**src/design/sffa_pkg.sv**
```systemverilog
// Shared types and constants of the scatter first-fit allocator.
// No dependencies; used by sffa_unit, sffa_regs and the top level.
package sffa_pkg;

  localparam int WORD_W     = 16;
  localparam int RIDX_W     = 2;
  localparam int SLOT_W     = 3;
  localparam int CFG_IDX_W  = 3;
  localparam int CFG_DATA_W = 16;
  localparam int CFG_REGIONS = 4;

  // register index: bit 2 picks base over size, bits 1:0 pick the region
  localparam logic CFG_KIND_SIZE = 1'b0;
  localparam logic CFG_KIND_BASE = 1'b1;

  typedef struct packed {
    logic              nz;
    logic              ge;
    logic [WORD_W-1:0] take;
    logic [WORD_W-1:0] left;
    logic [WORD_W-1:0] free_new;
  } unit_res_t;

  typedef struct packed {
    logic              en;
    logic [SLOT_W-1:0] idx;
    logic [WORD_W-1:0] free;
  } free_upd_t;

endpackage

```
**src/design/sffa_unit.sv**
```systemverilog
// Shared compare/subtract unit: checks one region against the remaining request.
// Depends on sffa_pkg.
module sffa_unit (
  input  logic [sffa_pkg::WORD_W-1:0] free_i,
  input  logic [sffa_pkg::WORD_W-1:0] rest_i,
  output sffa_pkg::unit_res_t         res_o
);

  logic ge;
  logic [sffa_pkg::WORD_W-1:0] take;

  assign ge   = (free_i >= rest_i);
  assign take = ge ? rest_i : free_i;

  assign res_o.nz       = (free_i != '0);
  assign res_o.ge       = ge;
  assign res_o.take     = take;
  assign res_o.left     = rest_i - take;
  assign res_o.free_new = free_i - take;

endmodule

```
**src/design/sffa_regs.sv**
```systemverilog
// Region register file: size, base and free words per region, config writes.
// Depends on sffa_pkg.
module sffa_regs #(
  parameter int NUM_REGIONS = 4,
  parameter int ADDR_BITS   = 16
) (
  input  logic                            clk_i,
  input  logic                            rst_ni,
  input  logic                            cfg_we_i,
  input  logic [sffa_pkg::CFG_IDX_W-1:0]  cfg_idx_i,
  input  logic [sffa_pkg::CFG_DATA_W-1:0] cfg_wdata_i,
  input  sffa_pkg::free_upd_t             upd_i,
  input  logic [sffa_pkg::SLOT_W-1:0]     rd_idx_i,
  output logic [sffa_pkg::WORD_W-1:0]     rd_free_o,
  output logic [sffa_pkg::WORD_W-1:0]     rd_start_o,
  output logic [NUM_REGIONS-1:0]          nz_o
);

  localparam int IDX_W     = (NUM_REGIONS > 1) ? $clog2(NUM_REGIONS) : 1;
  localparam int SPAN_BITS = (ADDR_BITS < 16) ? ADDR_BITS : 16;
  localparam logic [sffa_pkg::WORD_W-1:0] SPAN_MASK =
    sffa_pkg::WORD_W'((32'd1 << SPAN_BITS) - 32'd1);

  logic [sffa_pkg::WORD_W-1:0] size_q [NUM_REGIONS];
  logic [sffa_pkg::WORD_W-1:0] base_q [NUM_REGIONS];
  logic [sffa_pkg::WORD_W-1:0] free_q [NUM_REGIONS];
  logic [IDX_W-1:0] rd_idx;

  always_ff @(posedge clk_i or negedge rst_ni) begin
    if (!rst_ni) begin
      for (int i = 0; i < NUM_REGIONS; i++) begin
        size_q[i] <= '0;
        base_q[i] <= '0;
        free_q[i] <= '0;
      end
    end else begin
      for (int i = 0; i < NUM_REGIONS; i++) begin
        if (cfg_we_i && (i < sffa_pkg::CFG_REGIONS) && (int'(cfg_idx_i[1:0]) == i)) begin
          if (cfg_idx_i[2] == sffa_pkg::CFG_KIND_SIZE) begin
            size_q[i] <= cfg_wdata_i;
            free_q[i] <= cfg_wdata_i;
          end else begin
            base_q[i] <= cfg_wdata_i;
          end
        end else if (upd_i.en && (int'(upd_i.idx) == i)) begin
          free_q[i] <= upd_i.free;
        end
      end
    end
  end

  assign rd_idx     = rd_idx_i[IDX_W-1:0];
  assign rd_free_o  = free_q[rd_idx];
  assign rd_start_o = (base_q[rd_idx] + size_q[rd_idx] - free_q[rd_idx]) & SPAN_MASK;

  always_comb begin
    for (int i = 0; i < NUM_REGIONS; i++) begin
      nz_o[i] = (free_q[i] != '0);
    end
  end

endmodule

```
**src/design/scatter_first_fit_allocator.sv**
```systemverilog
// Top level of the scatter first-fit allocator: sequencer and output register.
// Depends on sffa_pkg, sffa_unit and sffa_regs.
// Unless the output stalls, a request first scans the regions one per cycle
// for a whole fit, then, if none holds it, scans them again one per cycle
// splitting the request into spans; one compare/subtract unit serves every
// step. The input is not ready until the request's last word has been loaded
// into the output register. Size writes reload the region's free space;
// write configuration only while idle.
module scatter_first_fit_allocator #(
  parameter int NUM_REGIONS = 4,
  parameter int ADDR_BITS   = 16
) (
  input  logic                            clk_i,
  input  logic                            rst_ni,
  input  logic                            cfg_we_i,
  input  logic [sffa_pkg::CFG_IDX_W-1:0]  cfg_idx_i,
  input  logic [sffa_pkg::CFG_DATA_W-1:0] cfg_wdata_i,
  input  logic                            s_axis_tvalid,
  output logic                            s_axis_tready,
  input  logic [15:0]                     s_axis_tdata,   // request_size
  output logic                            m_axis_tvalid,
  input  logic                            m_axis_tready,
  output logic [39:0]                     m_axis_tdata,   // region_index, span_start, span_length
  output logic                            m_axis_tlast,   // last_span
  output logic                            m_axis_tuser    // alloc_status
);

  localparam int IDX_W = (NUM_REGIONS > 1) ? $clog2(NUM_REGIONS) : 1;
  localparam logic [IDX_W-1:0] LAST_IDX = IDX_W'(NUM_REGIONS - 1);

  localparam logic [1:0] S_IDLE  = 2'd0;
  localparam logic [1:0] S_FIT   = 2'd1;
  localparam logic [1:0] S_SPLIT = 2'd2;

  logic [1:0] state_q, state_d;
  logic [IDX_W-1:0] idx_q, idx_d;
  logic [sffa_pkg::WORD_W-1:0] rest_q, rest_d;

  logic                          out_valid_q, out_valid_d;
  logic [sffa_pkg::RIDX_W-1:0]   out_ridx_q, out_ridx_d;
  logic [sffa_pkg::WORD_W-1:0]   out_start_q, out_start_d;
  logic [sffa_pkg::WORD_W-1:0]   out_len_q, out_len_d;
  logic                          out_last_q, out_last_d;
  logic                          out_stat_q, out_stat_d;

  logic [sffa_pkg::WORD_W-1:0] rd_free, rd_start;
  logic [NUM_REGIONS-1:0] nz_vec;
  logic any_nz, later_nz, ostall, split_last;
  sffa_pkg::unit_res_t res;
  sffa_pkg::free_upd_t upd;

  sffa_regs #(
    .NUM_REGIONS(NUM_REGIONS),
    .ADDR_BITS  (ADDR_BITS)
  ) u_regs (
    .clk_i      (clk_i),
    .rst_ni     (rst_ni),
    .cfg_we_i   (cfg_we_i),
    .cfg_idx_i  (cfg_idx_i),
    .cfg_wdata_i(cfg_wdata_i),
    .upd_i      (upd),
    .rd_idx_i   (sffa_pkg::SLOT_W'(idx_q)),
    .rd_free_o  (rd_free),
    .rd_start_o (rd_start),
    .nz_o       (nz_vec)
  );

  sffa_unit u_unit (
    .free_i(rd_free),
    .rest_i(rest_q),
    .res_o (res)
  );

  assign any_nz = |nz_vec;
  assign ostall = out_valid_q && !m_axis_tready;

  always_comb begin
    later_nz = 1'b0;
    for (int i = 0; i < NUM_REGIONS; i++) begin
      if (nz_vec[i] && (i > int'(idx_q))) later_nz = 1'b1;
    end
  end

  assign split_last = (res.left == '0) || !later_nz;
  assign s_axis_tready = (state_q == S_IDLE);

  always_comb begin
    state_d     = state_q;
    idx_d       = idx_q;
    rest_d      = rest_q;
    out_valid_d = out_valid_q && !m_axis_tready;
    out_ridx_d  = out_ridx_q;
    out_start_d = out_start_q;
    out_len_d   = out_len_q;
    out_last_d  = out_last_q;
    out_stat_d  = out_stat_q;
    upd.en      = 1'b0;
    upd.idx     = sffa_pkg::SLOT_W'(idx_q);
    upd.free    = res.free_new;

    case (state_q)
      S_IDLE: begin
        if (s_axis_tvalid) begin
          rest_d  = s_axis_tdata;
          idx_d   = '0;
          state_d = S_FIT;
        end
      end
      S_FIT: begin
        if (!ostall) begin
          if (!any_nz) begin
            out_valid_d = 1'b1;
            out_ridx_d  = '0;
            out_start_d = '0;
            out_len_d   = '0;
            out_last_d  = 1'b1;
            out_stat_d  = 1'b1;
            state_d     = S_IDLE;
          end else if (res.nz && res.ge) begin
            out_valid_d = 1'b1;
            out_ridx_d  = sffa_pkg::RIDX_W'(idx_q);
            out_start_d = rd_start;
            out_len_d   = rest_q;
            out_last_d  = 1'b1;
            out_stat_d  = 1'b0;
            upd.en      = 1'b1;
            state_d     = S_IDLE;
          end else if (idx_q == LAST_IDX) begin
            idx_d   = '0;
            state_d = S_SPLIT;
          end else begin
            idx_d = idx_q + 1'b1;
          end
        end
      end
      S_SPLIT: begin
        if (!ostall) begin
          if (res.nz) begin
            out_valid_d = 1'b1;
            out_ridx_d  = sffa_pkg::RIDX_W'(idx_q);
            out_start_d = rd_start;
            out_len_d   = res.take;
            out_last_d  = split_last;
            out_stat_d  = split_last && (res.left != '0);
            upd.en      = 1'b1;
            rest_d      = res.left;
          end
          if ((res.nz && split_last) || idx_q == LAST_IDX) begin
            state_d = S_IDLE;
          end else begin
            idx_d = idx_q + 1'b1;
          end
        end
      end
      default: begin
        state_d = S_IDLE;
      end
    endcase
  end

  always_ff @(posedge clk_i or negedge rst_ni) begin
    if (!rst_ni) begin
      state_q     <= S_IDLE;
      idx_q       <= '0;
      out_valid_q <= 1'b0;
    end else begin
      state_q     <= state_d;
      idx_q       <= idx_d;
      out_valid_q <= out_valid_d;
    end
  end

  always_ff @(posedge clk_i) begin
    rest_q      <= rest_d;
    out_ridx_q  <= out_ridx_d;
    out_start_q <= out_start_d;
    out_len_q   <= out_len_d;
    out_last_q  <= out_last_d;
    out_stat_q  <= out_stat_d;
  end

  assign m_axis_tvalid = out_valid_q;
  assign m_axis_tdata  = {6'd0, out_len_q, out_start_q, out_ridx_q};
  assign m_axis_tlast  = out_last_q;
  assign m_axis_tuser  = out_stat_q;

endmodule

```
**config.mk**
```make
export PLATFORM = sky130hd
export DESIGN_NAME = scatter_first_fit_allocator
export DESIGN_NICKNAME = d
export VERILOG_FILES = /design/src/design/sffa_pkg.sv /design/src/design/sffa_unit.sv /design/src/design/sffa_regs.sv /design/src/design/scatter_first_fit_allocator.sv
export SDC_FILE = /design/constraint.sdc
export NUM_CORES = 1
export LEC_CHECK = 0
export BUFFER_PORTS_ARGS = -buffer_cell sky130_fd_sc_hd__buf_2
export CORE_UTILIZATION = 60
export DETAILED_ROUTE_END_ITERATION = 7
export PLACE_DENSITY = 0.75
export SLEW_MARGIN = 20
export SYNTH_ARGS = -nofsm -noshare
export SYNTH_HDL_FRONTEND = slang
export SYNTH_SLANG_ARGS = --single-unit
```
**constraint.sdc**
```tcl
create_clock -name clk_i -period 13.47 [get_ports clk_i]
set_clock_uncertainty 0.15 [all_clocks]
set_input_delay 0.6735 -clock clk_i [delete_from_list [all_inputs] [get_ports clk_i]]
set_output_delay 0.6735 -clock clk_i [all_outputs]
set_load 0.1 [all_outputs]
```
Word level (Yosys, flattened, before mapping)
Cells that the tools add are included.
Storage, ports and cells
  output and inout port bits: 44
  logic and storage cells: 191
  register bits: 249
  input port bits: 40
Operators by class
  magnitude comparators: 5
  $add $sub $neg: 5
  reductions and logical operators: 53
  bitwise operators: 2
  equal/unequal tests: 23
  multiplexer cells: 82
Operators by type and width (count)
  16-bit two-way mux: 29
  16-bit binary-select mux with 2-bit select: 3
  16-bit case mux with 2 select lines: 3
  16-bit nonzero test: 6
  16-bit subtractor: 3
  2-bit two-way mux: 19
  2-bit != test, second input constant: 12
  2-bit AND reduction: 12
  1-bit two-way mux: 21
  16-bit adder: 1
  16-bit greater-or-equal comparator: 1
  16-bit logical NOT: 1
  1-bit logical AND: 15
  2-bit equality test, second input constant: 6
  2-bit case mux with 3 select lines: 2
  2-bit nonzero test: 6
  5-bit AND reduction: 2
  1-bit case mux with 2 select lines: 4
  7-bit AND reduction: 1
  2-bit by 1-bit equality test with 1-bit output, second input constant: 3
  2-bit > comparator, first input constant: 2
  2-bit logical NOT: 2
  4-bit != test, second input constant: 1
  2-bit case mux with 2 select lines: 1
  12 further kinds: 14

Depth between registers and ports, before layout
Gate-level depths: netlist (run 1).
  word-level depth: 14
  depth in mapped cells: 23
  gate-level depth less buffers: 21

Cells and area by module
Synthesis (run 1) repeated with hierarchy kept, for this count alone.
Unflattened totals
  cell total of the unflattened synthesis: 1346
  area total of the unflattened synthesis: 15305.9 sq um
Modules (own cells, without submodules)
  sffa_regs: times used 1, cells each 839, area an instance 10447.5 sq um, sequential area each 4804.6 sq um
  scatter_first_fit_allocator: times used 1, cells each 183, area an instance 2653.8 sq um, sequential area each 1686.6 sq um
  sffa_unit: times used 1, cells each 324, area an instance 2204.6 sq um, sequential area each 0.0 sq um

Least setup slack after synthesis (run 1)
Ideal clock, no wire load.
  path kind: reg-to-reg
  start point: register idx_q[0]
  end point: register state_q[0]
  data required time: 13192 ps
  setup time: 128 ps
  clock period less this slack: 5589 ps
  arrival time: 5311 ps
  cell stages (with the launch flop): 21
  setup slack: 7881 ps
  path buffers: 2
  cells stage by stage: dfrtp_1 > buf_2 > mux4_2 > ha_1 > and4_1 > a221oi_1 > o211ai_1 > clkbuf_1 > o21ai_0 > ha_1 > inv_1 > fa_1 > a21o_1 > a211oi_1 > nor2_1 > o221a_1 > nor4_1 > nand4b_1 > nor4_1 > o31a_1 > mux2_1
On the way
  word-level cells in the longest chain between the ends: 13
  elaborated cells on any way between the ends: 31
  classes of those cells: add/sub (1); order compare (4); eq/ne (3); mux (11); bitwise (1); reduce/logical (11)
Ends and longest elaborated chain
  start, declared: RTL line scatter_first_fit_allocator.sv:36  | logic [IDX_W-1:0] idx_q, idx_d;
  start signal, assigned: RTL line scatter_first_fit_allocator.sv:168  | idx_q <= idx_d;
  2-bit inverter with 3-bit output (not written as such): RTL line sffa_regs.sv:53  | assign rd_free_o = free_q[rd_idx];
  16-bit binary-select mux with 2-bit select: RTL line sffa_regs.sv:53
  16-bit two-way mux (not written as such) (2 in series): RTL line sffa_regs.sv:53
  16-bit greater-or-equal comparator: RTL line sffa_unit.sv:12  | assign ge = (free_i >= rest_i);
  16-bit two-way mux: RTL line sffa_unit.sv:13  | assign take = ge ? rest_i : free_i;
  16-bit subtractor: RTL line sffa_unit.sv:18  | assign res_o.left = rest_i - take;
  16-bit logical NOT: RTL line scatter_first_fit_allocator.sv:84  | assign split_last = (res.left == '0) || !later_nz;
  1-bit logical OR: RTL line scatter_first_fit_allocator.sv:84
  1-bit logical AND: RTL line scatter_first_fit_allocator.sv:148  | if ((res.nz && split_last) || idx_q == LAST_IDX) begin
  1-bit logical OR: RTL line scatter_first_fit_allocator.sv:148
  2-bit != test (no line)
  5-bit AND reduction (no line)
  end signal, assigned: RTL line scatter_first_fit_allocator.sv:167  | state_q <= state_d;
  end, declared: RTL line scatter_first_fit_allocator.sv:35  | logic [1:0] state_q, state_d;
Several ways; a longest one is shown, not always the timed one. The select of a mux whose other input is x is not followed.
A chain may end at the register's enable or synchronous reset.

Worst setup path in the final report (run 1)
Same ends and word-level chain as after synthesis.

==> metrics, run 1 <==
area of the mapped netlist=14900 sq um; period utilization=52.9%; register area=6490 sq um; largest net degree at the start of global routing=75; synth warn=0; Hold WS=between 0.2 and 0.3 ns; area grow syn2layout=9.64%; antenna violations before repair=0; post-synthesis simple-gate area fraction=11.7%; Final Hold Viols=0; FP Rows=57; Fmax=0.140 GHz; area of the multi-input gates=7660 sq um; Yosys top cell area share=about a third; hold depth=3; Seq/Total Area, Yosys=43.7%; Avg Inst Size Synth=roughly 11 sq um; Top-Level Pins=84; root buf cell=clkbuf_16; largest family of logic cells by synthesized area=multiplexers; share of post-route cells with drive strength above 1=23.2%; Ant. Diodes=0; clk_lat worst skew=0.56 ns; run status=finished, final reports clean; Starting Density=61.1%; Synth Area in Compound Gates=11.0%; fillers=1918; Cell variety after synth=73; count leader, synth=dfrtp_1; post-synthesis adder-cell area fraction=between 8 and 9%; mux contribution to synthesized area=about 18%; post-layout min period=7.12 ns; Post-synth top cells=dfrtp_1 (197), nand2_1 (139), mux2_2 (133); Detailed Place HPWL=28200 um; Synth area leaders=dfrtp_1 (33%), edfxtp_1 (11%), mux2_2 (10%); overall routed net length=between 30000 and 40000 um; Gate Count Post-Synth=1377; worst hold path class=in2reg; fin. max-slew vios=0; reg2reg path depth=20; Setup crit end kind=flip-flop; GRT Total Usage=32.3%; Setup TNS Final=0 ns; CTS tree=done; CP Launch Type=flip-flop; GR Overflow Total=0; RSZ-0062 raised after global routing=no; Die Y=159 um; area leader, netlist=dfrtp_1; Slew headroom=22.3%; clk buf depth=3; vias in the first global route=11100; Worst-path clk slew=0.06 ns; Final GP Congestion=about 0.96; top_reg_cell synth=dfrtp_1; H-tree depth=1; wire length per cell=22.5 um; worst path required time=between 10 and 15 ns; max cap viols=0; IO buf count=77; Critical Path AT=7.41 ns; CTS Sinks=249; routed vias=around 11000; CORE AREA=24300 sq um; Final ANT Viol Nets=0; post-DR vias/cell=between 6 and 7; Die W=159 um; synthesized flop and latch total=between 200 and 250; DR DRC count=0; Post-synth EDFFs=52; TritonRoute pass-1 iters=5; NumNets Final=1549; ys async rst share=79.1%; Setup violations, final=0; critical path peak fanout=27; Initial DRC Count=1112; Synth Area in XOR/XNOR=2.00%; Die ar.=25400 sq um; Worst Path Class, Setup=reg2reg; Post-CTS Setup Inserts=0; total CTS buffers=27; first-pass GRT wire length=between 60000 and 70000 um; slew at the pin closest to its max-slew limit=between 1 and 1.5 ns
## layer usage
layer  global-route usage [%]  part of all wire (%)
met5                        0                     0
met4                     12.6                   3.8
met3                     5.39                   7.9
met2                     50.3                    46
met1                     45.5                    42
## stage by stage
step | util [%] | setup slack, ns | cell area (sq um) | instances
after global routing | 67.0 | 5.88 | 16300 | 1766
after global placement | 63.5 | 6.51 | 15400 | 1716
after CTS | 66.9 | 6.34 | 16300 | 1765
after floorplan | - | 7.88 | 14900 | 1382
final | 67.0 | 6.35 | 16300 | 1766
after detailed placement | 63.5 | 6.37 | 15400 | 1716
## cell families after synthesis
kind of cell	count (synthesis)
other	1
AND/OR/NAND/NOR	379
AO/OA/AOI/OAI	251
multiplexers	196
buffers and inverters	181
XOR/XNOR	34
adder cells (fa/ha/maj)	86
flip-flops	249
## cell usage in the layout (no fill, tap or decap), types with 5 or more instances in the layout
master     netlist  routed
nand2_1        139     139
ha_1            69      69
clkbuf_16        0      27
edfxtp_1        52      52
inv_1           99      99
o21ai_0         59      59
buf_4            6      14
nor4_1          24      24
nor2_1          98      92
a21o_1          15      15
nand4_1          6       6
clkbuf_8         0       7
mux4_2          47      47
nand2b_1         5       5
fa_1            17      17
nor2_2           0       5
nor2b_1          7       7
mux2i_1         15      15
a31oi_1         47      47
a211oi_1         6       5
o311ai_0         9       9
xnor2_1         19      19
or2_2            6       6
a21oi_1         45      45
xor2_1          15      15
buf_2            7      76
and3_1           8       8
clkbuf_1        54       9
o21a_1          19      19
o211ai_1         6       6
mux2_2         133     133
conb_1           1       6
nand3_1         31      31
nor3_1          17      17
dfrtp_1        197     195
or3_1           13      13
and2_1          10      10
## sequential cells by signal (all words and copies together), names as in the netlist, 2 cells and up
register / flops
out_len_q: 16
u_regs.free_q: 64
u_regs.size_q: 64
rest_q: 16
u_regs.base_q: 64
idx_q: 2
out_ridx_q: 2
state_q: 2
out_start_q: 16
## worst max-delay path, cell delays in order, from the launching register on
cell	delay, ns
dfrtp_2	0.98
buf_4	0.56
mux4_2	0.69
ha_1	0.34
a21o_1	0.17
a21o_1	0.17
a21oi_1	0.21
o211ai_1	0.21
o21ai_0	0.39
ha_1	0.25
inv_1	0.06
fa_1	0.43
a21o_1	0.24
a211oi_1	0.35
nor2_1	0.15
o221a_1	0.25
nor4_1	0.39
nand4b_1	0.23
nor4_1	0.25
o31a_1	0.19
mux2_1	0.31
## final timing paths
kind,from,endpoint,slack [ns]
hold reg to reg,u_regs.size_q[3],u_regs.size_q[3],0.35
max in group asynchronous,rst_ni,u_regs.size_q[2],11.27
hold / removal,s_axis_tdata[3],rest_q[3],0.25
setup reg to reg,idx_q[0],state_q[0],6.35
min in group asynchronous,rst_ni,u_regs.size_q[41],0.51
setup / recovery,idx_q[0],state_q[0],6.35
## cell type report
class,instances,share of cell area [%]
Inverter,100,2.30
Tap cell,324,2.49
Timing Repair Buffer,93,3.25
Clock inverter,6,0.261
Sequential cell,249,39.8
Multi-Input combinational cell,952,47.0
Clock buffer,42,4.86
## repair_timing
action / CTS / global route
hold endpoints to repair: 60 / 0
hold buffers: 1 / 0
gates resized for setup: 0 / 0
endpoints found under the setup margin: 0 / 0
Power of run 1 is not shown: default switching activity piles up to over one toggle a cycle in this logic, so the estimate is an artifact.
==> run 2: changes to the inputs <==
--- a/config.mk
+++ b/config.mk
@@ -6,9 +6,9 @@
 export NUM_CORES = 1
 export LEC_CHECK = 0
 export BUFFER_PORTS_ARGS = -buffer_cell sky130_fd_sc_hd__buf_2
-export CORE_UTILIZATION = 60
+export CORE_UTILIZATION = 56
 export DETAILED_ROUTE_END_ITERATION = 7
-export PLACE_DENSITY = 0.75
+export PLACE_DENSITY = 0.73
 export SLEW_MARGIN = 20
 export SYNTH_ARGS = -nofsm -noshare
 export SYNTH_HDL_FRONTEND = slang
==> constraint.sdc (replaced) <==
create_clock -name clk_i -period 6.3 [get_ports clk_i]
set_clock_uncertainty 0.15 [all_clocks]
set_input_delay 0.315 -clock clk_i [delete_from_list [all_inputs] [get_ports clk_i]]
set_output_delay 0.315 -clock clk_i [all_outputs]
set_load 0.1 [all_outputs]
==> run 2 against run 1 <==
Compared with the run above: the flow now finishes with violations (negative hold slack); register-to-register slack lost 5.9 ns; worst setup slack worse by 5.9 ns; worst hold slack worse by 0.25 ns; core utilization decreased by 2.0 points; cell count rose by 4.5%; maximum frequency up 21%; non-clock buffer count is 66 higher; clock-buffer cell count decreased by 2; die area up 7.1%; sequential share of layout area is 1.5 points lower; global-route usage shrank 0.86 points; wire length is 4.7% higher; largest cell class unchanged.
==> metrics, run 2 (synthesized netlist as in run 1, its figures left out) <==
fillers=2038 (was 1918); Die W=165 um (was 159 um); Slew headroom=28.7% (was 22.3%); Initial DRC Count=1173 (was 1112); NumNets Final=1616 (was 1549); Critical path origin=idx_q[0] (unchanged); run status=complete, but fails checks (was finished, final reports clean); antenna violations before repair=0 (unchanged); overall routed net length=41700 um (was 39800 um); fin util=65.1% (was 67.0%); Largest regs=u_regs.base_q x64, u_regs.free_q x64, u_regs.size_q x64 (unchanged); fin. max-slew vios=0 (unchanged); IO buf count=77 (unchanged); Final GP Congestion=0.983 (was 0.965); CTS Sinks=249 (unchanged); critical path peak fanout=12 (was 27); CORE AREA=26100 sq um (was 24300 sq um); Final Hold Viols=1 (was 0); GRT Total Usage=31.4% (was 32.3%); Hold Crit Start=cfg_wdata_i[1] (was s_axis_tdata[3]); wire length per cell=22.6 um (was 22.5 um); DR DRC count=0 (unchanged); reg2reg start=idx_q[0] (unchanged); Post-CTS Setup Inserts=0 (unchanged); Hold WS=-0.00212 ns (was 0.251 ns); clk buf depth=3 (unchanged); Final ANT Viol Nets=0 (unchanged); clk_lat worst skew=0.57 ns (was 0.56 ns); worst path required time=6.60 ns (was 13.76 ns); H-tree depth=1 (unchanged); Worst-path clk slew=0.06 ns (about the same); Die ar.=27200 sq um (was 25400 sq um); violated checks=negative hold slack; worst hold path class=in2reg (unchanged); max cap viols=0 (unchanged); post-layout min period=5.88 ns (was 7.12 ns); first-pass GRT wire length=64200 um (was 63300 um); TritonRoute pass-1 iters=5 (unchanged); Ant. Diodes=0 (unchanged); CP Launch Type=flip-flop (unchanged); Setup TNS Final=0 ns (unchanged); CTS tree=done (unchanged); Fmax=0.170 GHz (was 0.140 GHz); largest net degree at the start of global routing=72 (was 75); slew at the pin closest to its max-slew limit=1.07 ns (was 1.16 ns); Die Y=165 um (was 159 um); Critical Path AT=6.19 ns (was 7.41 ns); FP Rows=59 (was 57); Setup violations, final=0 (unchanged); total CTS buffers=28 (was 27); area grow syn2layout=14.0% (was 9.64%); most common cell after layout, fill and taps aside=dfrtp_1 (unchanged); post-DR vias/cell=6.28 (was 6.41); Worst Path Class, Setup=reg2reg (unchanged); Starting Density=57.0% (was 61.1%); # resized after CTS=0 (unchanged); GR Overflow Total=0 (unchanged); Setup crit end kind=flip-flop (unchanged); share of post-route cells with drive strength above 1=25.0% (was 23.2%); highest-count cells in the layout ignoring fill and taps=dfrtp_1 (195), nand2_1 (139), mux2_2 (133), inv_1 (99), nor2_1 (92) (unchanged); vias in the first global route=11400 (was 11100); RSZ-0062 raised after global routing=no (unchanged); routed vias=11600 (was 11300); hold_buf cts=27 (was 1); period utilization=93.4% (was 52.9%); Top-Level Pins=84 (unchanged); root buf cell=clkbuf_16 (unchanged); Detailed Place HPWL=29900 um (was 28200 um)
[run 2: changes by cell type in the layout (fill, tap and decap cells not counted), moves of 2 or more]
cell           before  now
clkbuf_8            7    5
clkinv_2            2    7
dlygate4sd3_1       1   27
buf_4              14   53
[run 2: worst max-delay path: stages (launching register included)]
cell and delay, ns:
dfrtp_2 0.60, buf_4 0.27, mux4_2 0.60, ha_1 0.33, nand4_1 0.11, nand4b_1 0.19
o211ai_1 0.16, buf_4 0.29, nor2_1 0.06, a21oi_1 0.21, buf_4 0.18, inv_1 0.05
fa_1 0.42, nor2b_1 0.12, o21ai_0 0.10, a21boi_0 0.32, o211ai_1 0.15, a21oi_1 0.26
nor3_1 0.16, nor3b_1 0.61, o311ai_0 0.26, o21a_1 0.17
[run 2: through the flow]
stage,worst slack (ns),cell area [sq um],instances
2_1_floorplan,0.711,14900,1382
4_1_cts,0.440,16900,1845
3_3_place_gp,0.570,15800,1767
3_5_place_dp,0.444,15800,1767
5_1_grt,0.0420,17000,1846
6_report,0.417,17000,1846
[run 2: cell type report]
class | count | area, sq um | share of cell area [%]
multi-input combinational | 952 | 7670 | 45.2
sequential | 249 | 6490 | 38.3
timing repair buffer | 159 | 1100 | 6.50
clock buffer | 40 | 786 | 4.63
tap | 335 | 419 | 2.47
inverter | 100 | 375 | 2.21
clock inverter | 11 | 111 | 0.657
[run 2: layer usage]
| layer | track usage [%] | part of all wire, % |
|---|---|---|
| met1 | 43.5 | 42 |
| met2 | 48.2 | 45 |
| met3 | 6.93 | 9.2 |
| met5 | 0 | 0 |
| met4 | 12.5 | 4.0 |
[run 2: final timing paths]
path	cells after the start	end	slack [ns]
worst max-delay path	21	u_regs.free_q[60]	0.42
worst min-delay path	2	u_regs.base_q[33]	-0.002
worst max register to register	21	u_regs.free_q[60]	0.42
worst min register to register	1	u_regs.base_q[59]	0.35
max in group asynchronous	3	u_regs.size_q[6]	4.56
min in group asynchronous	2	u_regs.base_q[31]	0.15
Power of run 2 is left out for the same reason.
